[src/sv/dpf_pkg.sv]
`timescale 1ns / 1ps
`default_nettype none
// ----------------------------------------------------------------------------
// dpf_pkg
// Shared widths, stage counts and the pipeline side-band record of the
// dipolar pair field unit.
// ----------------------------------------------------------------------------
package dpf_pkg;

  localparam int WORD_BITS  = 32;
  localparam int FRAC_BITS  = 16;
  localparam int MANT_BITS  = 20;
  localparam int UNIT_BITS  = 30;

  localparam int DIFF_BITS  = WORD_BITS + 1;
  localparam int EXP_BITS   = 6;
  localparam int ROOT_BITS  = MANT_BITS + 1;
  localparam int SQ_BITS    = 2 * MANT_BITS + 1;
  localparam int QU_BITS    = UNIT_BITS + 1;
  localparam int UX_BITS    = QU_BITS + 1;
  localparam int CUBE_BITS  = 3 * ROOT_BITS;
  localparam int AB_BITS    = WORD_BITS + UX_BITS;
  localparam int MAG_BITS   = AB_BITS - 1;
  localparam int HALF_BITS  = 32;
  localparam int PROD_BITS  = 2 * AB_BITS;
  localparam int TMAG_BITS  = PROD_BITS - 1;
  localparam int DOT_BITS   = 2 * WORD_BITS + 1;
  localparam int QF_BITS    = WORD_BITS;
  localparam int SH_BITS    = 7;
  localparam int FDIV_BITS  = 192;

  localparam int PRE_SHIFT  = 2 * FRAC_BITS - 2 * UNIT_BITS + 3 * (MANT_BITS - 1);
  localparam int SH_BASE    = 3 * (MANT_BITS - 1);

  localparam int NORM_LAT   = 4;
  localparam int SQRT_LAT   = ROOT_BITS + 1;
  localparam int UDIV_LAT   = QU_BITS;
  localparam int PROJ_LAT   = 9;
  localparam int FDIV_LAT   = QF_BITS + 2;

  localparam int I_NORM     = NORM_LAT;
  localparam int I_SQRT     = I_NORM + SQRT_LAT + 1;
  localparam int I_U        = I_SQRT + UDIV_LAT;
  localparam int I_P        = I_U + PROJ_LAT;
  localparam int I_F        = I_P + FDIV_LAT;

  typedef struct packed {
    logic                        valid;
    logic                        present;
    logic                        zero;
    logic                        neg_x;
    logic                        neg_y;
    logic signed [EXP_BITS-1:0]  e;
    logic [MANT_BITS-1:0]        nx;
    logic [MANT_BITS-1:0]        ny;
    logic [ROOT_BITS-1:0]        d;
    logic [CUBE_BITS-1:0]        v;
    logic signed [WORD_BITS-1:0] mix;
    logic signed [WORD_BITS-1:0] miy;
    logic signed [WORD_BITS-1:0] mjx;
    logic signed [WORD_BITS-1:0] mjy;
    logic                        neg_par;
    logic                        neg_perp;
  } side_t;

endpackage
`default_nettype wire

[src/sv/dpf_isqrt.sv]
`timescale 1ns / 1ps
`default_nettype none
// ----------------------------------------------------------------------------
// dpf_isqrt
// Squared length of the mantissa vector, then an integer square root that
// settles one root bit per stage.
// ----------------------------------------------------------------------------
module dpf_isqrt import dpf_pkg::*; (
  input  logic                 clk,
  input  logic                 en,
  input  logic [MANT_BITS-1:0] nx,
  input  logic [MANT_BITS-1:0] ny,
  output logic [ROOT_BITS-1:0] root
);

  localparam int RW = SQ_BITS + 3;

  logic [RW-1:0]        rem_q  [0:ROOT_BITS];
  logic [ROOT_BITS-1:0] root_q [0:ROOT_BITS];
  logic [RW-1:0]        trial  [0:ROOT_BITS-1];

  always_comb begin
    for (int g = 0; g < ROOT_BITS; g++) begin
      trial[g] = (RW'(root_q[g]) << (ROOT_BITS - g)) + (RW'(1) << (2 * (ROOT_BITS - 1 - g)));
    end
  end

  always_ff @(posedge clk) begin
    if (en) begin
      rem_q[0]  <= RW'(nx) * RW'(nx) + RW'(ny) * RW'(ny);
      root_q[0] <= '0;
      for (int g = 0; g < ROOT_BITS; g++) begin
        if (rem_q[g] >= trial[g]) begin
          rem_q[g+1]  <= rem_q[g] - trial[g];
          root_q[g+1] <= root_q[g] | (ROOT_BITS'(1) << (ROOT_BITS - 1 - g));
        end else begin
          rem_q[g+1]  <= rem_q[g];
          root_q[g+1] <= root_q[g];
        end
      end
    end
  end

  assign root = root_q[ROOT_BITS];

endmodule
`default_nettype wire

[config.mk]
export PLATFORM = sky130hd
export DESIGN_NAME = dpf_isqrt
export DESIGN_NICKNAME = d
export VERILOG_FILES = /design/src/sv/dpf_pkg.sv /design/src/sv/dpf_isqrt.sv
export SDC_FILE = /design/constraint.sdc
export NUM_CORES = 2
export LEC_CHECK = 0
export ABC_AREA = 1
export CAP_MARGIN = 20
export CELL_PAD_IN_SITES_DETAIL_PLACEMENT = 0
export CELL_PAD_IN_SITES_GLOBAL_PLACEMENT = 1
export CORE_MARGIN = 4
export CORE_UTILIZATION = 52
export CTS_BUF_LIST = sky130_fd_sc_hd__clkbuf_4 sky130_fd_sc_hd__clkbuf_8
export CTS_CLUSTER_DIAMETER = 200
export DETAILED_ROUTE_END_ITERATION = 10
export DONT_BUFFER_PORTS = 1
export GPL_TIMING_DRIVEN = 0
export HOLD_SLACK_MARGIN = 0.12
export MAX_ROUTING_LAYER = met4
export PLACE_DENSITY_LB_ADDON = 0.1
export SLEW_MARGIN = 20
export SYNTH_ARGS = -nofsm -noshare
export SYNTH_HDL_FRONTEND = slang
export SYNTH_SLANG_ARGS = --single-unit
[constraint.sdc]
create_clock -name clk -period 8.65 [get_ports clk]
set_clock_uncertainty 0.2 [all_clocks]
set_input_delay 0.4325 -clock clk [delete_from_list [all_inputs] [get_ports clk]]
set_output_delay 0.4325 -clock clk [all_outputs]
set_load 0.02 [all_outputs]
==> impl_results.md <==
- Outcome: complete, no violations
- Routed wire per std cell: between 15 and 20 µm
- Post-synthesis sequential area ratio: 0.387
- Most used cell, CP: fa_1
- Finish-stage setup viols: 0
- Main synth FF type: edfxtp_1
- Iteration-0 DRC Markers: 6022
- Slew Viols, Final: 0
- Worst Path Buf+Inv: 8
- Nets: approximately 12000
- Gate Count Post-Synth: roughly 10000
- Post-synth ARST share: 0
- Latest clock arrival within the worst-skew pair: 0.98 ns
- Post-synth top area cell: edfxtp_1
- Initial antenna violation count: 8
- Fin. Hold Viols: 0
- Top cells by count, synth: nand2_1, inv_1, edfxtp_1
- Final period util: 0.951
- Arr. time, crit path: a little under 9 ns
- Starting Density: 0.525
- Setup TNS: 0 ns
- GRT busiest layer: met2
- Top post-synthesis cells by area: edfxtp_1, fa_1, nand2_1
- Clock sinks: about 1200
- Synth top area share: 0.387
- IO Pins: 63
- WHS: just over 0.2 ns
- CP max FO: 10
- Slew at the pin closest to its max-slew limit: around 1 ns
- Max_cap viols: 0
- GR Layer Usage met2: 0.477
- Crit path launch type: primary input
- DP Worst Slack: -0.124 ns
- Mapped Avg Cell Area: ~8.6 µm²
- Syn Std Cell Area: roughly 89000 µm²
- Vias in the first global route: 68000
- CP Launch Point: ny[1]
- CTS tree: yes
- Die area: approximately 180000 µm²
- Crit-path leading delay family: adder cells
- Unique masters post-synth: 61
- Share of cells above drive strength 1: 0.0524
- Core area: 170000 µm²
- Met3 Use GR: 0.0380
- Grt total ovfl: 0
- Yosys warnings: 0
- Reg2reg start: root_q[2][20]
- RSZ-0062 raised after global routing: no
- Final critical-path required period: about 8.2 ns
- Worst setup EP type: flip-flop
- Max-slew headroom: 0.336
- Area delta synth->final: 8.14%
- # fillers: between 15000 and 20000
- Die W: approximately 420 µm
- Residual DRC: 0
- PnR worst setup slack: 0.427 ns
- Hold path start: rem_q[1][107]
- Die H: around 420 µm
- Routed wire length: 260 mm
- Reg clk slew, reported paths: roughly 0.060 ns
- Port Buffer Count: 0
- Total GRT Usage: 0.300
- CTS root buf: clkbuf_8
- Net Count, Synth: 11600
- Maximum clock path buffer count: 3
- Vias/cell: ~5.3
- Hold WC Path Type: reg -> reg
- Gpl congestion: between 0.9 and 1
- WP data required: around 9.1 ns
- Slowest CP cell: fa_1
- Count leader, synth: nand2_1
- First-pass GRT wire length: 398 mm
- Post-synth EDFFs: 1150
- Drt pass-1 iters: 6
- H-tree depth: 4
- Synth Register Bits: between 1000 and 1500
- Worst setup path class: in -> reg
- Max incr delay on CP: ~0.67 ns
- Num CTS Buffers: 190
- Via count: 68800
- Dpl hpwl: between 200 and 250 mm
- Post-DRT Antenna Nets: 0
- Floorplan row count: 151
- Peak Freq: between 100 and 150 MHz
- Global-route track usage on met1: 0.406
- Largest net degree at the start of global routing: 61
==> path summary, 6_finish.rpt <==
check / endpoint / slack (ns) / depth (start not counted)
worst max-delay path: rem_q[0][28] / 0.43 / 25
worst max register to register: rem_q[2][71] / 5.34 / 10
worst min register to register: rem_q[1][151] / 0.21 / 0
worst min-delay path: rem_q[1][151] / 0.21 / 0
==> sequential cells by signal, summed over array words and instances, names as in the netlist <==
| signal | cells |
|---|---|
| rem_q | 919 |
| root_q | 231 |
==> what timing repair did <==
| action | 4_1_cts | 5_1_grt |
|---|---|---|
| resized for setup | 0 | 0 |
| hold buffers | 8 | 0 |
| buffers inserted | 0 | 0 |
| hold endpoints to repair | 47 | 0 |
==> placed cells by master, fill, tap and decap left out, drive strengths merged, types with 15 or more instances in the layout <==
| cell type | n |
|---|---|
| buf | 92 |
| edfxtp | 1150 |
| a21oi | 311 |
| o21ai | 285 |
| clkbuf | 349 |
| nand3b | 30 |
| a21o | 19 |
| xor2 | 142 |
| clkinv | 67 |
| o21bai | 23 |
| nand2 | 2665 |
| inv | 2331 |
| nand3 | 473 |
| nor4 | 60 |
| fa | 642 |
| or2 | 35 |
| nand4 | 205 |
| nor2 | 1027 |
| ha | 502 |
| nor3 | 145 |
| xnor2 | 140 |
| o21a | 15 |
==> logic make-up after synthesis <==
| group | count (synthesis) | share of synthesized area |
|---|---|---|
| adders and majority gates | 1144 | 0.214 |
| xor gates and xnor gates | 282 | 0.0277 |
| and+or+nand+nor | 4663 | 0.219 |
| DFF | 1150 | 0.387 |
| buffers and inverters | 2495 | 0.108 |
| AOI/OAI and AO/OA | 695 | 0.0439 |
| muxes | 1 | 0.000126 |
==> layer usage <==
metal | vias up | wire length [µm]
li1 | 33200 | -
met1 | 33100 | 114000
met2 | 2054 | 122000
met3 | 386 | 15700
met4 | 0 | 8620
met5 | - | 0
==> stage by stage <==
| step | utilization | cells | area, µm² |
|---|---|---|---|
| finish | 0.567 | 13000 | 96500 |
| detailed placement | 0.543 | 12700 | 92400 |
| CTS | 0.567 | 13000 | 96400 |
| floorplan | - | 10400 | 89200 |
| global route | 0.567 | 13000 | 96400 |
| global placement | 0.541 | 12600 | 92000 |
==> final cells by class <==
cell class / count / area, µm² / share of cell area
antenna: 9 / 22.5 / 0.000233
buffer: 174 / 990 / 0.0103
clock buffer: 252 / 3090 / 0.0321
clock inverter: 97 / 901 / 0.00934
inverter: 2321 / 8720 / 0.0904
multi-input combinational: 6785 / 45000 / 0.467
sequential: 1150 / 34500 / 0.358
tap: 2218 / 2780 / 0.0288
timing repair buffer: 22 / 408 / 0.00423
Power is left out: the tool's default activity adds up to more than one toggle a clock period on the data nets, which glitch-free logic cannot reach.
