--- config.mk ---
export PLATFORM = sky130hd
export DESIGN_NAME = dpf_udiv
export DESIGN_NICKNAME = d
export VERILOG_FILES = /design/src/sv/dpf_pkg.sv /design/src/sv/dpf_udiv.sv
export SDC_FILE = /design/constraint.sdc
export NUM_CORES = 2
export LEC_CHECK = 0
export ABC_CLOCK_PERIOD_IN_PS = 5500
export BUFFER_PORTS_ARGS = -buffer_cell sky130_fd_sc_hd__buf_4
export CORE_ASPECT_RATIO = 1.1
export CORE_MARGIN = 1.5
export CORE_UTILIZATION = 64
export DETAILED_ROUTE_END_ITERATION = 10
export HOLD_SLACK_MARGIN = 0.12
export PLACE_DENSITY = 0.86
export SETUP_SLACK_MARGIN = 0.05
export SLEW_MARGIN = 20
export SYNTH_ARGS = -nofsm -noshare
export SYNTH_HDL_FRONTEND = slang
export SYNTH_SLANG_ARGS = --single-unit
--- constraint.sdc ---
create_clock -name clk -period 5.5 [get_ports clk]
set_input_delay 0.825 -clock clk [delete_from_list [all_inputs] [get_ports clk]]
set_output_delay 0.825 -clock clk [all_outputs]
set_load 0.02 [all_outputs]
--- src/sv/dpf_pkg.sv ---
`timescale 1ns / 1ps
`default_nettype none
// ----------------------------------------------------------------------------
// dpf_pkg
// Shared widths, stage counts and the pipeline side-band record of the
// dipolar pair field unit.
// ----------------------------------------------------------------------------
package dpf_pkg;

  localparam int WORD_BITS  = 32;
  localparam int FRAC_BITS  = 16;
  localparam int MANT_BITS  = 20;
  localparam int UNIT_BITS  = 30;

  localparam int DIFF_BITS  = WORD_BITS + 1;
  localparam int EXP_BITS   = 6;
  localparam int ROOT_BITS  = MANT_BITS + 1;
  localparam int SQ_BITS    = 2 * MANT_BITS + 1;
  localparam int QU_BITS    = UNIT_BITS + 1;
  localparam int UX_BITS    = QU_BITS + 1;
  localparam int CUBE_BITS  = 3 * ROOT_BITS;
  localparam int AB_BITS    = WORD_BITS + UX_BITS;
  localparam int MAG_BITS   = AB_BITS - 1;
  localparam int HALF_BITS  = 32;
  localparam int PROD_BITS  = 2 * AB_BITS;
  localparam int TMAG_BITS  = PROD_BITS - 1;
  localparam int DOT_BITS   = 2 * WORD_BITS + 1;
  localparam int QF_BITS    = WORD_BITS;
  localparam int SH_BITS    = 7;
  localparam int FDIV_BITS  = 192;

  localparam int PRE_SHIFT  = 2 * FRAC_BITS - 2 * UNIT_BITS + 3 * (MANT_BITS - 1);
  localparam int SH_BASE    = 3 * (MANT_BITS - 1);

  localparam int NORM_LAT   = 4;
  localparam int SQRT_LAT   = ROOT_BITS + 1;
  localparam int UDIV_LAT   = QU_BITS;
  localparam int PROJ_LAT   = 9;
  localparam int FDIV_LAT   = QF_BITS + 2;

  localparam int I_NORM     = NORM_LAT;
  localparam int I_SQRT     = I_NORM + SQRT_LAT + 1;
  localparam int I_U        = I_SQRT + UDIV_LAT;
  localparam int I_P        = I_U + PROJ_LAT;
  localparam int I_F        = I_P + FDIV_LAT;

  typedef struct packed {
    logic                        valid;
    logic                        present;
    logic                        zero;
    logic                        neg_x;
    logic                        neg_y;
    logic signed [EXP_BITS-1:0]  e;
    logic [MANT_BITS-1:0]        nx;
    logic [MANT_BITS-1:0]        ny;
    logic [ROOT_BITS-1:0]        d;
    logic [CUBE_BITS-1:0]        v;
    logic signed [WORD_BITS-1:0] mix;
    logic signed [WORD_BITS-1:0] miy;
    logic signed [WORD_BITS-1:0] mjx;
    logic signed [WORD_BITS-1:0] mjy;
    logic                        neg_par;
    logic                        neg_perp;
  } side_t;

endpackage
`default_nettype wire

--- src/sv/dpf_udiv.sv ---
`timescale 1ns / 1ps
`default_nettype none
// ----------------------------------------------------------------------------
// dpf_udiv
// Unit-vector divider: mantissa scaled by the unit width over the root,
// restoring, one quotient bit per stage.
// ----------------------------------------------------------------------------
module dpf_udiv import dpf_pkg::*; (
  input  logic                 clk,
  input  logic                 en,
  input  logic [MANT_BITS-1:0] num,
  input  logic [ROOT_BITS-1:0] den,
  output logic [QU_BITS-1:0]   quo
);

  localparam int RW = MANT_BITS + UNIT_BITS + 2;

  logic [RW-1:0]        rem_q [1:QU_BITS];
  logic [QU_BITS-1:0]   q_q   [1:QU_BITS];
  logic [ROOT_BITS-1:0] d_q   [1:QU_BITS];
  logic [RW-1:0]        rin   [0:QU_BITS-1];
  logic [QU_BITS-1:0]   qin   [0:QU_BITS-1];
  logic [ROOT_BITS-1:0] din   [0:QU_BITS-1];
  logic [RW-1:0]        dvs   [0:QU_BITS-1];

  always_comb begin
    rin[0] = RW'(num) << UNIT_BITS;
    qin[0] = '0;
    din[0] = den;
    for (int g = 1; g < QU_BITS; g++) begin
      rin[g] = rem_q[g];
      qin[g] = q_q[g];
      din[g] = d_q[g];
    end
    for (int g = 0; g < QU_BITS; g++) begin
      dvs[g] = RW'(din[g]) << (QU_BITS - 1 - g);
    end
  end

  always_ff @(posedge clk) begin
    if (en) begin
      for (int g = 0; g < QU_BITS; g++) begin
        d_q[g+1] <= din[g];
        if (rin[g] >= dvs[g]) begin
          rem_q[g+1] <= rin[g] - dvs[g];
          q_q[g+1]   <= qin[g] | (QU_BITS'(1) << (QU_BITS - 1 - g));
        end else begin
          rem_q[g+1] <= rin[g];
          q_q[g+1]   <= qin[g];
        end
      end
    end
  end

  assign quo = q_q[QU_BITS];

endmodule
`default_nettype wire

==> impl_metrics.json <==
{
  "status": "complete, but fails checks",
  "violations": "design-rule violations",
  "path_clk_slew_ns": 0.07,
  "critPathRequiredTime_ns": 6.12,
  "fin_crit_ns": 4.68,
  "yosys_most_used_dff": "edfxtp_1",
  "ir_worst_vdd_uv": 366,
  "power_w": 0.0632,
  "drv_cap": 0,
  "coreArea_sq_mm": 0.182,
  "finalSetupTns_ns": 0,
  "ys_ff_latch": 2221,
  "mostFrequentLayoutCell": "edfxtp_1",
  "fillers": 12423,
  "vias": 80322,
  "syn-num-nets": 10918,
  "cp-start-kind": "register",
  "dpl_cell_area_sq_mm": 0.120,
  "drive_above_1_share_pct": 5.90,
  "layout_common_cells": "edfxtp_1, nand2_1, inv_1, o21ai_0, ha_1",
  "port-buffer-count": 73,
  "setup_violations": 0,
  "vias_per_cell": 6.22,
  "use_met3_pct": 3.82,
  "fin_skew_ns": 0.0619,
  "routabilityCongestion": 0.967,
  "fmax_mhz": 214,
  "placementRows": 164,
  "cts_tree": "done",
  "grt-ovfl-total": 0,
  "clock_sinks": 2221,
  "wire_per_inst_um": 22.0,
  "synth.distinct_cells": 84,
  "syn_area_per_cell_sq_um": 11.5,
  "antenna_found_initial": 4,
  "worst_pin_slew_ns": 1.17,
  "rsz0062_at_grt": "no",
  "start_util_pct": 64.4,
  "holdCritPathClass": "in2reg",
  "final-hold-violation-count": 0,
  "hpwl_mm": 207,
  "gr-usage-met1_pct": 38.1,
  "ctsResizeCount": 0,
  "grt_usage_pct": 30.4,
  "clk_latency_ns": 0.89,
  "leakagePower_nw": 48.8,
  "design_area_sq_mm": 0.128,
  "fin_crit_sh_pct": 85.1,
  "area_growth_pct": 9.21,
  "routed_wl_mm": 284,
  "grt_pass1_wl_mm": 441,
  "worstPathMaxFanout": 4,
  "netlist_instances": 10196,
  "drc_errors": 2,
  "final_nets": 11048,
  "first_global_vias": 78533,
  "critPathKind": "reg2reg",
  "seq_area_frac_synth_pct": 57.0,
  "async_reset_ff_share_pct": 0,
  "cts_buffer_depth": 3,
  "synth_area_sq_mm": 0.117,
  "cts_made_buffers": 216,
  "final_max_slew_viol_count": 0,
  "ys.warnings.count": 0,
  "root_buffer": "clkbuf_16",
  "top_usage_layer": "met2",
  "cts_max_level": 4,
  "die_h_um": 451,
  "synth-edff-count": 2221,
  "slew_headroom_pct": 22.2,
  "drt_iter0_drc": 8564,
  "ioPinCount": 74,
  "dr.pass1.iters": 11,
  "crit_arrival_ns": 5.30,
  "end_kind": "register",
  "ant_nets": 0,
  "die_area_sq_mm": 0.185,
  "grt_max_degree": 175,
  "gr-usage-met2_pct": 52.9,
  "p_per_area_mw_per_mm2": 495,
  "die_x_um": 411
}
-- state kept, by name, summed over array words and instances, names as in the netlist --
register  cells
d_q         630
q_q         496
rem_q      1095
-- what timing repair did --
item                      CTS  global route
buffers inserted            0             0
hold endpoints to repair   20             0
hold buffers               20             0
-- path summary, 6_finish.rpt --
path,slack [ns],depth (start not counted),start,endpoint
hold / removal,0.20,1,den[20],d_q[0][41]
setup / recovery,0.82,11,rem_q[0][1056],rem_q[0][1131]
hold reg to reg,0.40,0,q_q[0][842],q_q[0][873]
setup reg to reg,0.82,11,rem_q[0][1056],rem_q[0][1131]
-- through the flow --
step / utilization (%) / hold WS [ns] / worst slack [ns] / std cells
floorplan: - / 0.400 / 0.681 / 10196
global placement: 66.2 / 0.400 / 0.965 / 12495
detailed placement: 66.2 / 0.405 / 1.02 / 12495
CTS: 70.4 / 0.132 / 0.899 / 12919
global route: 70.4 / 0.152 / 0.641 / 12920
finish: 70.4 / 0.198 / 0.821 / 12921
-- metal layers --
layer,up-vias,wire [um]
met5,-,12
met4,2,12900
met3,768,16300
met2,3199,143000
met1,38803,111000
li1,37550,-
-- cells by family (layout without fill, tap and decap cells) --
kind of cell	Yosys count	after routing	share of synthesized area [%]
xor gates and xnor gates	950	950	7.11
buffers and inverters	1077	1393	3.56
and+or+nand+nor	2980	2980	12.5
adders and majority gates	679	679	7.45
other	0	2	0
AOI/OAI and AO/OA	2231	2231	11.8
DFF	2221	2221	57.0
muxes	58	58	0.555
-- Yosys cell counts (15+ instances only) --
master / count / area share (%)
clkbuf_1: 216 / 0.69
o31ai_1: 57 / 0.37
nor3b_1: 26 / 0.17
nor3_1: 269 / 1.2
inv_1: 823 / 2.6
nor2_1: 639 / 2.0
o21ai_0: 694 / 3.0
nand2b_1: 153 / 0.82
o21a_1: 88 / 0.56
nor2b_1: 113 / 0.60
and4_1: 18 / 0.13
nand3_1: 167 / 0.71
o41ai_1: 27 / 0.20
ha_1: 649 / 6.9
a21boi_0: 20 / 0.13
a41oi_1: 15 / 0.11
o211ai_1: 35 / 0.22
xnor2_1: 459 / 3.4
a21oi_1: 597 / 2.6
nor4b_1: 24 / 0.18
mux2_2: 55 / 0.53
a211o_1: 21 / 0.16
and3_1: 70 / 0.37
a211oi_1: 53 / 0.34
nor4_1: 153 / 0.82
a31oi_1: 57 / 0.30
o31a_1: 21 / 0.16
fa_1: 30 / 0.51
xor2_1: 491 / 3.7
buf_4: 32 / 0.21
nand4_1: 111 / 0.59
and2_1: 43 / 0.23
a2111oi_0: 24 / 0.18
a21o_1: 315 / 2.0
o21bai_1: 66 / 0.42
or4_1: 64 / 0.41
nand3b_1: 35 / 0.22
nand2_1: 903 / 2.9
edfxtp_1: 2221 / 57
or3_1: 105 / 0.56
or2_2: 38 / 0.20
nand4b_1: 20 / 0.15
-- critical path, cell delays in order (launching register included) --
cell,delay [ns]
edfxtp_1,0.40
ha_1,0.37
a21oi_1,0.31
o21ai_0,0.20
and3_1,0.23
a2111oi_0,0.76
a21oi_1,0.24
a221o_1,0.44
a31oi_1,0.39
nand2_1,0.23
or4b_2,0.70
xnor2_1,0.16
-- power breakdown --
group,internal (W),switching [W]
Clock,0.00853,0.00673
Sequential,0.0235,0.00281
Combinational,0.00888,0.0128
-- final cells by class --
type | instances | area [sq um] | area share [%]
diodes | 2 | 5.00 | 0.00392
clock buffers | 249 | 5530 | 4.33
inverters | 823 | 3090 | 2.42
repair buffers | 166 | 1410 | 1.10
flip-flops and latches | 2221 | 66700 | 52.2
clock inverters | 155 | 1800 | 1.41
well taps | 2407 | 3010 | 2.36
multi-input cells | 6898 | 46300 | 36.2
(Power assumes the default switching activity.)
