### src/sv/dpf_pkg.sv
`timescale 1ns / 1ps
`default_nettype none
// ----------------------------------------------------------------------------
// dpf_pkg
// Shared widths, stage counts and the pipeline side-band record of the
// dipolar pair field unit.
// ----------------------------------------------------------------------------
package dpf_pkg;

  localparam int WORD_BITS  = 32;
  localparam int FRAC_BITS  = 16;
  localparam int MANT_BITS  = 20;
  localparam int UNIT_BITS  = 30;

  localparam int DIFF_BITS  = WORD_BITS + 1;
  localparam int EXP_BITS   = 6;
  localparam int ROOT_BITS  = MANT_BITS + 1;
  localparam int SQ_BITS    = 2 * MANT_BITS + 1;
  localparam int QU_BITS    = UNIT_BITS + 1;
  localparam int UX_BITS    = QU_BITS + 1;
  localparam int CUBE_BITS  = 3 * ROOT_BITS;
  localparam int AB_BITS    = WORD_BITS + UX_BITS;
  localparam int MAG_BITS   = AB_BITS - 1;
  localparam int HALF_BITS  = 32;
  localparam int PROD_BITS  = 2 * AB_BITS;
  localparam int TMAG_BITS  = PROD_BITS - 1;
  localparam int DOT_BITS   = 2 * WORD_BITS + 1;
  localparam int QF_BITS    = WORD_BITS;
  localparam int SH_BITS    = 7;
  localparam int FDIV_BITS  = 192;

  localparam int PRE_SHIFT  = 2 * FRAC_BITS - 2 * UNIT_BITS + 3 * (MANT_BITS - 1);
  localparam int SH_BASE    = 3 * (MANT_BITS - 1);

  localparam int NORM_LAT   = 4;
  localparam int SQRT_LAT   = ROOT_BITS + 1;
  localparam int UDIV_LAT   = QU_BITS;
  localparam int PROJ_LAT   = 9;
  localparam int FDIV_LAT   = QF_BITS + 2;

  localparam int I_NORM     = NORM_LAT;
  localparam int I_SQRT     = I_NORM + SQRT_LAT + 1;
  localparam int I_U        = I_SQRT + UDIV_LAT;
  localparam int I_P        = I_U + PROJ_LAT;
  localparam int I_F        = I_P + FDIV_LAT;

  typedef struct packed {
    logic                        valid;
    logic                        present;
    logic                        zero;
    logic                        neg_x;
    logic                        neg_y;
    logic signed [EXP_BITS-1:0]  e;
    logic [MANT_BITS-1:0]        nx;
    logic [MANT_BITS-1:0]        ny;
    logic [ROOT_BITS-1:0]        d;
    logic [CUBE_BITS-1:0]        v;
    logic signed [WORD_BITS-1:0] mix;
    logic signed [WORD_BITS-1:0] miy;
    logic signed [WORD_BITS-1:0] mjx;
    logic signed [WORD_BITS-1:0] mjy;
    logic                        neg_par;
    logic                        neg_perp;
  } side_t;

endpackage
`default_nettype wire

### src/sv/dpf_norm.sv
`timescale 1ns / 1ps
`default_nettype none
// ----------------------------------------------------------------------------
// dpf_norm
// Separation vector, magnitudes, exponent search and mantissa alignment.
// ----------------------------------------------------------------------------
module dpf_norm import dpf_pkg::*; (
  input  logic                        clk,
  input  logic                        en,
  input  logic signed [WORD_BITS-1:0] pos_self_x,
  input  logic signed [WORD_BITS-1:0] pos_self_y,
  input  logic signed [WORD_BITS-1:0] pos_other_x,
  input  logic signed [WORD_BITS-1:0] pos_other_y,
  output logic [MANT_BITS-1:0]        nx,
  output logic [MANT_BITS-1:0]        ny,
  output logic signed [EXP_BITS-1:0]  e,
  output logic                        neg_x,
  output logic                        neg_y,
  output logic                        zero
);

  logic signed [DIFF_BITS-1:0] rx, ry;
  logic [DIFF_BITS-1:0]        ax_s2, ay_s2, mx_s2;
  logic                        negx_s2, negy_s2;
  logic [DIFF_BITS-1:0]        ax_s3, ay_s3;
  logic                        negx_s3, negy_s3, zero_s3;
  logic signed [EXP_BITS-1:0]  e_s3, e_next;
  logic [EXP_BITS-1:0]         blen, sh_amt;
  logic [MANT_BITS-1:0]        nx_next, ny_next;

  always_comb begin
    blen = '0;
    for (int i = 0; i < DIFF_BITS; i++) begin
      if (mx_s2[i]) blen = EXP_BITS'(i + 1);
    end
    e_next = EXP_BITS'(int'(blen) - MANT_BITS);
  end

  always_comb begin
    sh_amt = (e_s3 > 0) ? e_s3 : -e_s3;
    if (e_s3 > 0) begin
      nx_next = MANT_BITS'(ax_s3 >> sh_amt);
      ny_next = MANT_BITS'(ay_s3 >> sh_amt);
    end else begin
      nx_next = MANT_BITS'(ax_s3 << sh_amt);
      ny_next = MANT_BITS'(ay_s3 << sh_amt);
    end
  end

  always_ff @(posedge clk) begin
    if (en) begin
      rx      <= DIFF_BITS'(pos_other_x) - DIFF_BITS'(pos_self_x);
      ry      <= DIFF_BITS'(pos_other_y) - DIFF_BITS'(pos_self_y);
      ax_s2   <= (rx < 0) ? DIFF_BITS'(-rx) : DIFF_BITS'(rx);
      ay_s2   <= (ry < 0) ? DIFF_BITS'(-ry) : DIFF_BITS'(ry);
      mx_s2   <= ((rx < 0 ? -rx : rx) > (ry < 0 ? -ry : ry)) ?
                 DIFF_BITS'(rx < 0 ? -rx : rx) : DIFF_BITS'(ry < 0 ? -ry : ry);
      negx_s2 <= rx < 0;
      negy_s2 <= ry < 0;
      ax_s3   <= ax_s2;
      ay_s3   <= ay_s2;
      negx_s3 <= negx_s2;
      negy_s3 <= negy_s2;
      zero_s3 <= mx_s2 == '0;
      e_s3    <= e_next;
      nx      <= nx_next;
      ny      <= ny_next;
      e       <= e_s3;
      neg_x   <= negx_s3;
      neg_y   <= negy_s3;
      zero    <= zero_s3;
    end
  end

endmodule
`default_nettype wire

### config.mk
export PLATFORM = sky130hd
export DESIGN_NAME = dpf_norm
export DESIGN_NICKNAME = d
export VERILOG_FILES = /design/src/sv/dpf_pkg.sv /design/src/sv/dpf_norm.sv
export SDC_FILE = /design/constraint.sdc
export NUM_CORES = 1
export LEC_CHECK = 0
export BUFFER_PORTS_ARGS = -buffer_cell sky130_fd_sc_hd__buf_2
export CAP_MARGIN = 20
export CORE_UTILIZATION = 40
export CTS_BUF_LIST = sky130_fd_sc_hd__clkbuf_16
export CTS_CLUSTER_DIAMETER = 60
export CTS_CLUSTER_SIZE = 14
export DETAILED_ROUTE_END_ITERATION = 10
export MAX_ROUTING_LAYER = met4
export PLACE_DENSITY = 0.57
export SETUP_SLACK_MARGIN = 0.05
export SYNTH_ARGS = -nofsm -noshare
export SYNTH_HDL_FRONTEND = slang
export SYNTH_SLANG_ARGS = --single-unit
### constraint.sdc
create_clock -name clk -period 11.7 [get_ports clk]
set_input_delay 1.755 -clock clk [delete_from_list [all_inputs] [get_ports clk]]
set_output_delay 1.755 -clock clk [all_outputs]
set_load 0.005 [all_outputs]
==> metrics.yaml, run 1 <==
ys_ff_latch: 291
hold_ws_ns: 0.4098
skew_ns: 0.01553
die_area_mm2: 0.05224
overflow: 0
antenna_found_initial: 0
io_buffers: 178
vias: 16060
gr-usage-all-layers_pct: 23.60
syn_inst: 1940
hold_depth: 0
outcome: "completed"
coreArea_mm2: 0.05038
final_antenna_net_count: 0
crit_chain: "or4_4, or3_4, or3_4, or4_4, o31a_1, xnor2_1, inv_1, ha_1, a21o_1, a21o_1, a2111oi_0, o2111ai_1, a31oi_4, buf_4, mux2_2"
crit_arrival_ns: 6.30
grt_pass1_wl_um: 93210
multi_input_area_mm2: 0.01094
synth.avg_cell_area_um2: 10.58
setup_violations: 0
cts_tree: "done"
cap_violations: 0
wl_per_cell_um: 21.87
rows: 82
r2r_setup_slack_ns: 5.73
yosysUniqueCellTypes: 82
yosys-top-cells-area: "edfxtp_1 (43%), mux2i_1 (8.2%), ha_1 (6.2%), mux4_2 (4.4%), xnor2_1 (2.6%)"
ys.flop_type: "edfxtp_1"
hpwl_um: 46970
initial_core_util_pct: 40.76
clk_pin_slew_ns: 0.06
start_kind: "flop"
maxSlewViolCount: 0
gp_congestion: 0.9675
worstHoldPathType: "reg -> reg"
yosysSeqAreaShare_pct: 42.56
p_leak_nw: 9.355
yosys_warnings: 0
clk_latency_ns: 0.58
maxSlewHeadroom_pct: 30.82
drive_gt1_share_pct: 17.06
drtIter0Drc: 1380
timing.rr.end: "mx_s2[1]"
worst-path-max-fanout: 21
hp-start: "negx_s3"
cts_hold_buf: 0
min_period_over_period_pct: 51.04
syn_to_final_growth_pct: 12.27
die_width_um: 228.6
seqCellArea_mm2: 0.008738
cts_resized: 0
diodes: 0
cp-end-kind: "flop"
yosysTopAreaCell: "edfxtp_1"
htree_levels: 1
irDropWorstVdd_mv: 0.1139
drt-total-wl_um: 60830
crit_type: "reg -> reg"
synth_area_mm2: 0.02053
grt_pass1_vias: 15750
rsz0062_at_grt: "no"
cpMaxStageDelayCell: "a2111oi_0"
cts-root-buf: "clkbuf_16"
numCtsBuffers: 29
min_period_ns: 5.971
nNetsFinal: 2331
clock_sinks: 291
fmax_mhz: 167.5
drtPass1Iterations: 8
grt_max_degree: 86
slowest_delay_ns: 0.63
drcViolationCount: 0
holdPathEnd: "neg_x"
post_cts_buffers: 0
setup_tns_ns: 0
powerDensity_mw_per_mm2: 199.5
die_height_um: 228.6
worst_pin_slew_ns: 1.035
via_per_inst: 5.773
ys_async_sr_fraction_pct: 0
netlist.area_leader.share_pct: 42.56
finalHoldViolCount: 0
cts_buffer_depth: 3
r2r_cells: 15
io_pins: 179
synth_nets: 2173
n_fill_cell: 4714
synth_edf_count: 291
cp.required_ns: 12.03
rr_startpoint: "rx[7]"
## worst max-delay path by stage
stage	slack, ns	depth (start not counted)	from	endpoint
floorplan	6.49	15	rx[7]	mx_s2[25]
global placement	5.78	15	rx[7]	mx_s2[6]
detailed placement	5.79	15	rx[7]	mx_s2[12]
CTS	5.78	15	rx[7]	mx_s2[1]
global route	5.50	15	rx[7]	mx_s2[1]
finish	5.73	15	rx[7]	mx_s2[1]
## per-layer routing
| metal | track usage [%] | routed length (um) | vias up |
|---|---|---|---|
| li1 | - | - | 7704 |
| met1 | 29.04 | 26170 | 7757 |
| met2 | 40.03 | 29670 | 489 |
| met3 | 2.333 | 2727 | 111 |
| met4 | 8.851 | 2260 | 0 |
| met5 | - | 0 | - |
## critical path: cells and delay by family (launching register included)
kind	cells	cell delay, ns
compound gates	6	2.06
simple gates	4	1.80
fa+ha+maj	1	0.31
buf+inv	2	0.49
xor+xnor	1	0.23
mux	1	0.37
flops	1	0.45
## sequential cells by signal, indices dropped and copies added, names as in the netlist, 6 cells and up
name   cells
ry        33
ax_s2     33
e_s3       6
ay_s3     33
ax_s3     33
rx        33
nx        20
ay_s2     33
ny        20
mx_s2     33
e          6
## placed cells by master (no fill, tap or decap), types with 35 or more instances in the layout
cell,Yosys,routed
xnor2_1,62,59
o22ai_1,36,36
buf_2,24,177
xor2_1,55,55
inv_1,143,144
mux2i_1,168,168
nor3_1,37,37
edfxtp_1,291,291
ha_1,101,101
a21oi_1,83,83
o21ai_0,94,94
nand3_1,39,39
nor2_1,135,135
buf_4,7,35
nand2_1,142,141
mux4_2,40,40
## cell usage after synthesis, types with 14 or more instances
library cell	n
nor2b_1	24
nor3_1	37
nand3_1	39
ha_1	101
buf_2	24
nor2_1	135
mux2i_1	168
inv_1	143
nand2_1	142
mux4_2	40
o31ai_1	22
a211oi_1	17
o21a_1	14
mux2_2	31
clkbuf_1	45
a31oi_1	20
edfxtp_1	291
a21oi_1	83
or3_1	15
a21o_1	28
o21ai_0	94
nor4_1	18
xor2_1	55
xnor2_1	62
o22ai_1	36
## through the flow
| step | setup slack [ns] | util, % | power [mW] | cells | instance area (um2) |
|---|---|---|---|---|---|
| 6_report | 5.729 | 45.76 | 4.598 | 2782 | 23050 |
| 5_1_grt | 5.501 | 45.76 | 4.833 | 2782 | 23050 |
| 4_1_cts | 5.781 | 45.76 | 4.606 | 2782 | 23050 |
| 3_5_place_dp | 5.793 | 44.10 | 3.749 | 2739 | 22220 |
| 3_3_place_gp | 5.782 | 44.10 | 3.741 | 2739 | 22220 |
| 2_1_floorplan | 6.489 | - | 3.006 | 1940 | 20530 |
## final cells by class
class / count / area share [%]
Timing Repair Buffer: 213 / 5.048
Clock inverter: 14 / 0.4831
Tap cell: 672 / 3.647
Inverter: 143 / 2.328
Clock buffer: 29 / 3.148
Multi-Input combinational cell: 1420 / 47.44
Sequential cell: 291 / 37.91
## kinds of logic (layout without fill, tap and decap cells)
kind of cell               count (synthesis)  after routing  share of synthesized area (%)
muxes                                    239            239                          14.28
AOI/OAI and AO/OA                        468            468                          15.59
adders and majority gates                103            103                          6.350
buffers and inverters                    229            399                          4.461
and+or+nand+nor                          493            493                          11.77
xor gates and xnor gates                 117            117                          4.991
DFF                                      291            291                          42.56
## where the power goes
group          leakage [nW]  internal [mW]  switching (mW)
logic                  6.07          0.845            1.30
clock network         0.419          0.452           0.398
registers              2.87           1.45           0.148
total                  9.35           2.75            1.85
Note: power is estimated with default switching activity, not from simulation.
==> inputs of run 2 (changes only) <==
Settings changed: ABC_AREA set to 1.
Clock period 11.7 ns to 6 ns, I/O delays scaled along.
==> run 2 against run 1 <==
Hold slack better by 0.0088 ns. Global-route usage shrank 2.8 points. First-iteration DRC count down 8.8%. Cell count rose by 16%. Sequential share of layout area is 1.1 points higher.
==> metrics.yaml, run 2 <==
antenna_found_initial: 0
synth_edf_count: 291
final_antenna_net_count: 0
io_buffers: 178
fin_area_mm2: 0.02240
synth.most_common_cell: "nand2_1"
seqCellArea_mm2: 0.008738
clk_latency_ns: 0.58
post-place-cells: 3187
yosysSeqAreaShare_pct: 43.78
netlist.area_leader.share_pct: 43.78
ys_ff_latch: 291
initial_core_util_pct: 40.69
hpwl_um: 39770
finalHoldViolCount: 0
start_kind: "flop"
min_period_ns: 5.196
irDropWorstVdd_mv: 0.2233
fmax_mhz: 192.5
die_width_um: 225.4
cts_buffer_depth: 3
via_per_inst: 4.974
ys.flop_type: "edfxtp_1"
placed_area_mm2: 0.02154
yosysUniqueCellTypes: 64
clk_pin_slew_ns: 0.07
fin_cells: 3233
die_area_mm2: 0.05079
drive_gt1_share_pct: 12.65
yosys_warnings: 0
clock_sinks: 291
rows: 81
gr-usage-all-layers_pct: 20.84
r2r_setup_slack_ns: 0.80
outcome: "completed"
io_pins: 179
rr_startpoint: "ry[0]"
synth_nets: 2647
yosysTopAreaCell: "edfxtp_1"
skew_ns: 0.01850
cts_hold_buf: 0
cp.required_ns: 6.32
ys_async_sr_fraction_pct: 0
synth.avg_cell_area_um2: 8.268
gp_congestion: 0.9420
nNetsFinal: 2787
crit_arrival_ns: 5.52
crit_start: "ry[0]"
drtPass1Iterations: 6
worst_pin_slew_ns: 1.064
final_cell_mix: "nand2_1 (512), inv_1 (353), o21ai_0 (294)"
cts_resized: 0
maxSlewHeadroom_pct: 28.88
synth_area_mm2: 0.01996
syn_to_final_growth_pct: 12.24
p_leak_nw: 9.880
wl_per_cell_um: 15.74
r2r_cells: 22
n_fill_cell: 4920
yosys-top-cells-count: "nand2_1 (512), inv_1 (351), o21ai_0 (294)"
cts_tree: "done"
setup_violations: 0
worstHoldPathType: "reg -> reg"
maxSlewViolCount: 0
crit_type: "reg -> reg"
syn_inst: 2414
overflow: 0
die_height_um: 225.4
multi_input_area_mm2: 0.009490
cts-root-buf: "clkbuf_16"
grt_max_degree: 130
diodes: 0
vias: 16080
min_period_over_period_pct: 86.59
hold_depth: 0
cap_violations: 0
grt_pass1_wl_um: 81200
post_cts_buffers: 0
rsz0062_at_grt: "no"
drt-total-wl_um: 50900
mostFrequentLayoutCell: "nand2_1"
crit_end: "mx_s2[7]"
worst-path-max-fanout: 35
drcViolationCount: 0
grt_pass1_vias: 15150
yosys-top-cells-area: "edfxtp_1 (44%), nand2_1 (9.6%), o21ai_0 (7.4%), inv_1 (6.6%), ha_1 (6.3%)"
numCtsBuffers: 29
cp-end-kind: "flop"
setup_tns_ns: 0
timing.rr.end: "mx_s2[7]"
coreArea_mm2: 0.04905
htree_levels: 1
powerDensity_mw_per_mm2: 400.3
drtIter0Drc: 1259
-- run 2: changes by cell type in the layout (fill, tap and decap cells not counted), sizes merged, moves of 52 or more --
cell   delta
inv     +213
a21oi    +52
mux2i   -158
nand2   +372
o21ai   +221
nor2     +69
-- run 2: critical path, stage by stage, from the launching register on --
cell and delay [ns]:
edfxtp_1 0.45, inv_1 0.14, ha_1 0.15, inv_1 0.06, nor3_2 0.13, nand3_1 0.16
nor3_4 0.21, nand4_2 0.15, nor4_4 0.20, nand4_1 0.23, o21ai_0 0.25, xor2_1 0.58
ha_1 0.37, a21oi_1 0.16, o221a_2 0.20, nand3_1 0.08, nand3_1 0.09, nand2_1 0.05
nand3_1 0.06, nand2_1 0.61, buf_12 0.43, nand2_1 0.07, o21ai_0 0.09
-- run 2: cell families (layout without fill, tap and decap cells) --
logic type / after synthesis / in the layout / share of synthesized area (%)
adders and majority gates: 103 / 103 / 6.533
xor gates and xnor gates: 125 / 125 / 5.636
muxes: 10 / 10 / 0.5016
buffers and inverters: 455 / 610 / 8.796
and+or+nand+nor: 836 / 836 / 17.57
DFF: 291 / 291 / 43.78
AOI/OAI and AO/OA: 594 / 594 / 17.18
-- run 2: stage by stage --
stage	setup WS [ns]	hold WS, ns	utilization [%]	power, mW
6_report	0.8044	0.4185	45.67	8.968
3_5_place_dp	0.7354	0.4045	43.90	7.314
3_3_place_gp	0.8123	0.4008	43.90	7.293
4_1_cts	0.7141	0.4196	45.67	9.021
5_1_grt	0.2598	0.4235	45.67	9.687
2_1_floorplan	2.275	0.4003	-	5.948
-- run 2: worst min-delay path by stage --
| stage | from | endpoint | slack [ns] |
|---|---|---|---|
| after floorplan | ax_s2[0] | ax_s3[0] | 0.40 |
| after global placement | negx_s3 | neg_x | 0.40 |
| after detailed placement | ax_s2[17] | ax_s3[17] | 0.40 |
| after CTS | ay_s2[6] | ay_s3[6] | 0.42 |
| after global routing | ax_s2[27] | ax_s3[27] | 0.42 |
| final | negx_s3 | neg_x | 0.42 |
-- run 2: cell type report --
cell class                      instances  share of cell area (%)
Clock buffer                           29                   3.239
Clock inverter                         17                  0.6256
Inverter                              359                   6.015
Multi-Input combinational cell       1668                   42.36
Sequential cell                       291                   39.01
Tap cell                              664                   3.709
Timing Repair Buffer                  205                   5.038
-- run 2: report_power, final --
group          switching (mW)  total [mW]  internal, mW
Sequential              0.225        3.14          2.91
Combinational            2.80        4.14          1.33
Clock                   0.770        1.69         0.923
-- run 2: layer usage --
| layer | share of wire [%] | vias up | GRT usage (%) |
|---|---|---|---|
| li1 | - | 8417 | - |
| met3 | 3.9 | 76 | 2.334 |
| met1 | 48 | 7237 | 27.91 |
| met5 | 0 | - | - |
| met4 | 2.9 | 0 | 6.759 |
| met2 | 45 | 352 | 32.93 |
==> inputs of run 3 (changes only) <==
Settings changed: SKIP_CTS_REPAIR_TIMING set to 1.
Clock period 6 ns to 6.6 ns, I/O delays scaled along.
==> run 3 against run 2 <==
Clock-buffer cell count unchanged. Sequential share of layout area increased by 0.11 points. Hold slack got worse by 0.0011 ns. Global-route usage increased by 0.16 points. Die area unchanged. Sequential power decreased by 8.6%. Critical endpoint is now ny[0]. Largest cell class unchanged.
==> metrics.yaml, run 3 (same netlist as run 2, synthesis figures left out) <==
final_antenna_net_count: 0
overflow: 0
vias: 16140
worst-path-max-fanout: 45
drt-total-wl_um: 51080
min_period_ns: 4.725
cp.required_ns: 6.91
syn_to_final_growth_pct: 11.93
worstHoldPathType: "reg -> reg"
min_period_over_period_pct: 71.60
clk_latency_ns: 0.58
antenna_found_initial: 0
busiest_layer: "met2"
cpMaxStageDelayCell: "nand2_1"
cts_tree: "done"
mostFrequentLayoutCell: "nand2_1"
initial_core_util_pct: 40.69
via_per_inst: 5.011
gr-usage-met2_pct: 33.40
drtIter0Drc: 1089
coreArea_mm2: 0.04905
drtPass1Iterations: 5
fin_area_mm2: 0.02234
skew_ns: 0.02183
maxSlewHeadroom_pct: 27.57
die_height_um: 225.4
gp_congestion: 0.9019
maxSlewViolCount: 0
die_width_um: 225.4
final_core_utilization_pct: 45.54
numCtsBuffers: 29
rows: 81
crit_type: "reg -> reg"
start_kind: "flop"
crit_chain: "inv_1, buf_4, ha_1, inv_1, nor3_1, nand2_1, nand2_1, nand2_1, xor2_2, buf_4, inv_2, nand2_1, o2111ai_1, o21ai_0, nand2_1, o21ai_0"
io_pins: 179
placed_area_mm2: 0.02146
gr-usage-all-layers_pct: 21.00
rsz0062_at_grt: "no"
outcome: "completed"
irDropWorstVdd_mv: 0.2041
cts-root-buf: "clkbuf_16"
groute.layer.met3.usage_pct: 2.099
drcViolationCount: 0
setup_violations: 0
grt_pass1_vias: 15330
htree_levels: 1
drive_gt1_share_pct: 12.32
wl_per_cell_um: 15.86
final_cell_mix: "nand2_1 (512), inv_1 (354), o21ai_0 (294)"
p_total_mw: 8.139
setup_tns_ns: 0
clock_sinks: 291
nNetsFinal: 2779
grt_pass1_wl_um: 82220
diodes: 0
cpMostUsedCell: "nand2_1"
cts_buffer_depth: 3
worst_pin_slew_ns: 1.084
die_area_mm2: 0.05079
grt_max_degree: 139
finalHoldViolCount: 0
clk_pin_slew_ns: 0.07
p_leak_nw: 9.845
cap_violations: 0
hpwl_um: 40190
fmax_mhz: 211.6
io_buffers: 178
grt_use_met1_pct: 28.15
slowest_delay_ns: 0.81
cp-end-kind: "flop"
crit_arrival_ns: 5.04
powerDensity_mw_per_mm2: 364.3
[run 3: cell count changes in the layout (fill, tap and decap cells not counted)]
cell        previous run  this run
buf_12                 2         1
inv_6                  2         4
buf_4                 25        17
inv_8                  2         3
clkinv_4               1         0
clkinv_1               5         2
clkinv_2               3         0
inv_1                353       354
buf_16                 0         1
clkinvlp_4             1         0
[run 3: layer usage]
metal  vias to the layer above  part of all wire (%)
met5                         -                     0
met4                         0                   3.3
met3                        75                   4.3
met2                       388                    45
met1                      7274                    47
li1                       8404                     -
[run 3: worst paths after layout]
kind	from	to	slack, ns	cells past startpoint
max	e_s3[0]	ny[0]	1.87	16
max reg2reg	e_s3[0]	ny[0]	1.87	16
min reg2reg	ay_s2[28]	ay_s3[28]	0.42	0
min	ay_s2[28]	ay_s3[28]	0.42	0
[run 3: power by group]
| part | total [mW] | switching (mW) | internal, mW | leakage (nW) |
|---|---|---|---|---|
| Sequential | 2.87 | 0.219 | 2.65 | 2.87 |
| Clock | 1.53 | 0.690 | 0.840 | 0.432 |
| Combinational | 3.74 | 2.56 | 1.19 | 6.54 |
| Total | 8.14 | 3.47 | 4.67 | 9.84 |
[run 3: cell type report]
| class | instances | area (um2) |
|---|---|---|
| multi-input cells | 1668 | 9490 |
| flip-flops and latches | 291 | 8738 |
| well taps | 664 | 830.8 |
| clock inverters | 13 | 130.1 |
| fillers | 4897 | 26710 |
| inverters | 359 | 1348 |
| clock buffers | 29 | 725.7 |
| repair buffers | 197 | 1076 |
[run 3: per-stage QoR]
| step | std cells | hold WS [ns] | worst slack (ns) |
|---|---|---|---|
| after floorplan | 2414 | 0.4003 | 2.875 |
| after global placement | 3178 | 0.4015 | 2.047 |
| after detailed placement | 3178 | 0.4045 | 1.914 |
| after CTS | 3220 | 0.4124 | 1.933 |
| after global routing | 3221 | 0.4255 | 1.429 |
| final | 3221 | 0.4174 | 1.875 |
[run 3: critical path, delay by kind of cell, from the launching register on]
kind	cells	cell delay (ns)
fa+ha+maj	1	0.20
simple gates	6	1.51
xor+xnor	1	0.16
compound gates	3	0.61
buf+inv	5	1.34
flops	1	0.62
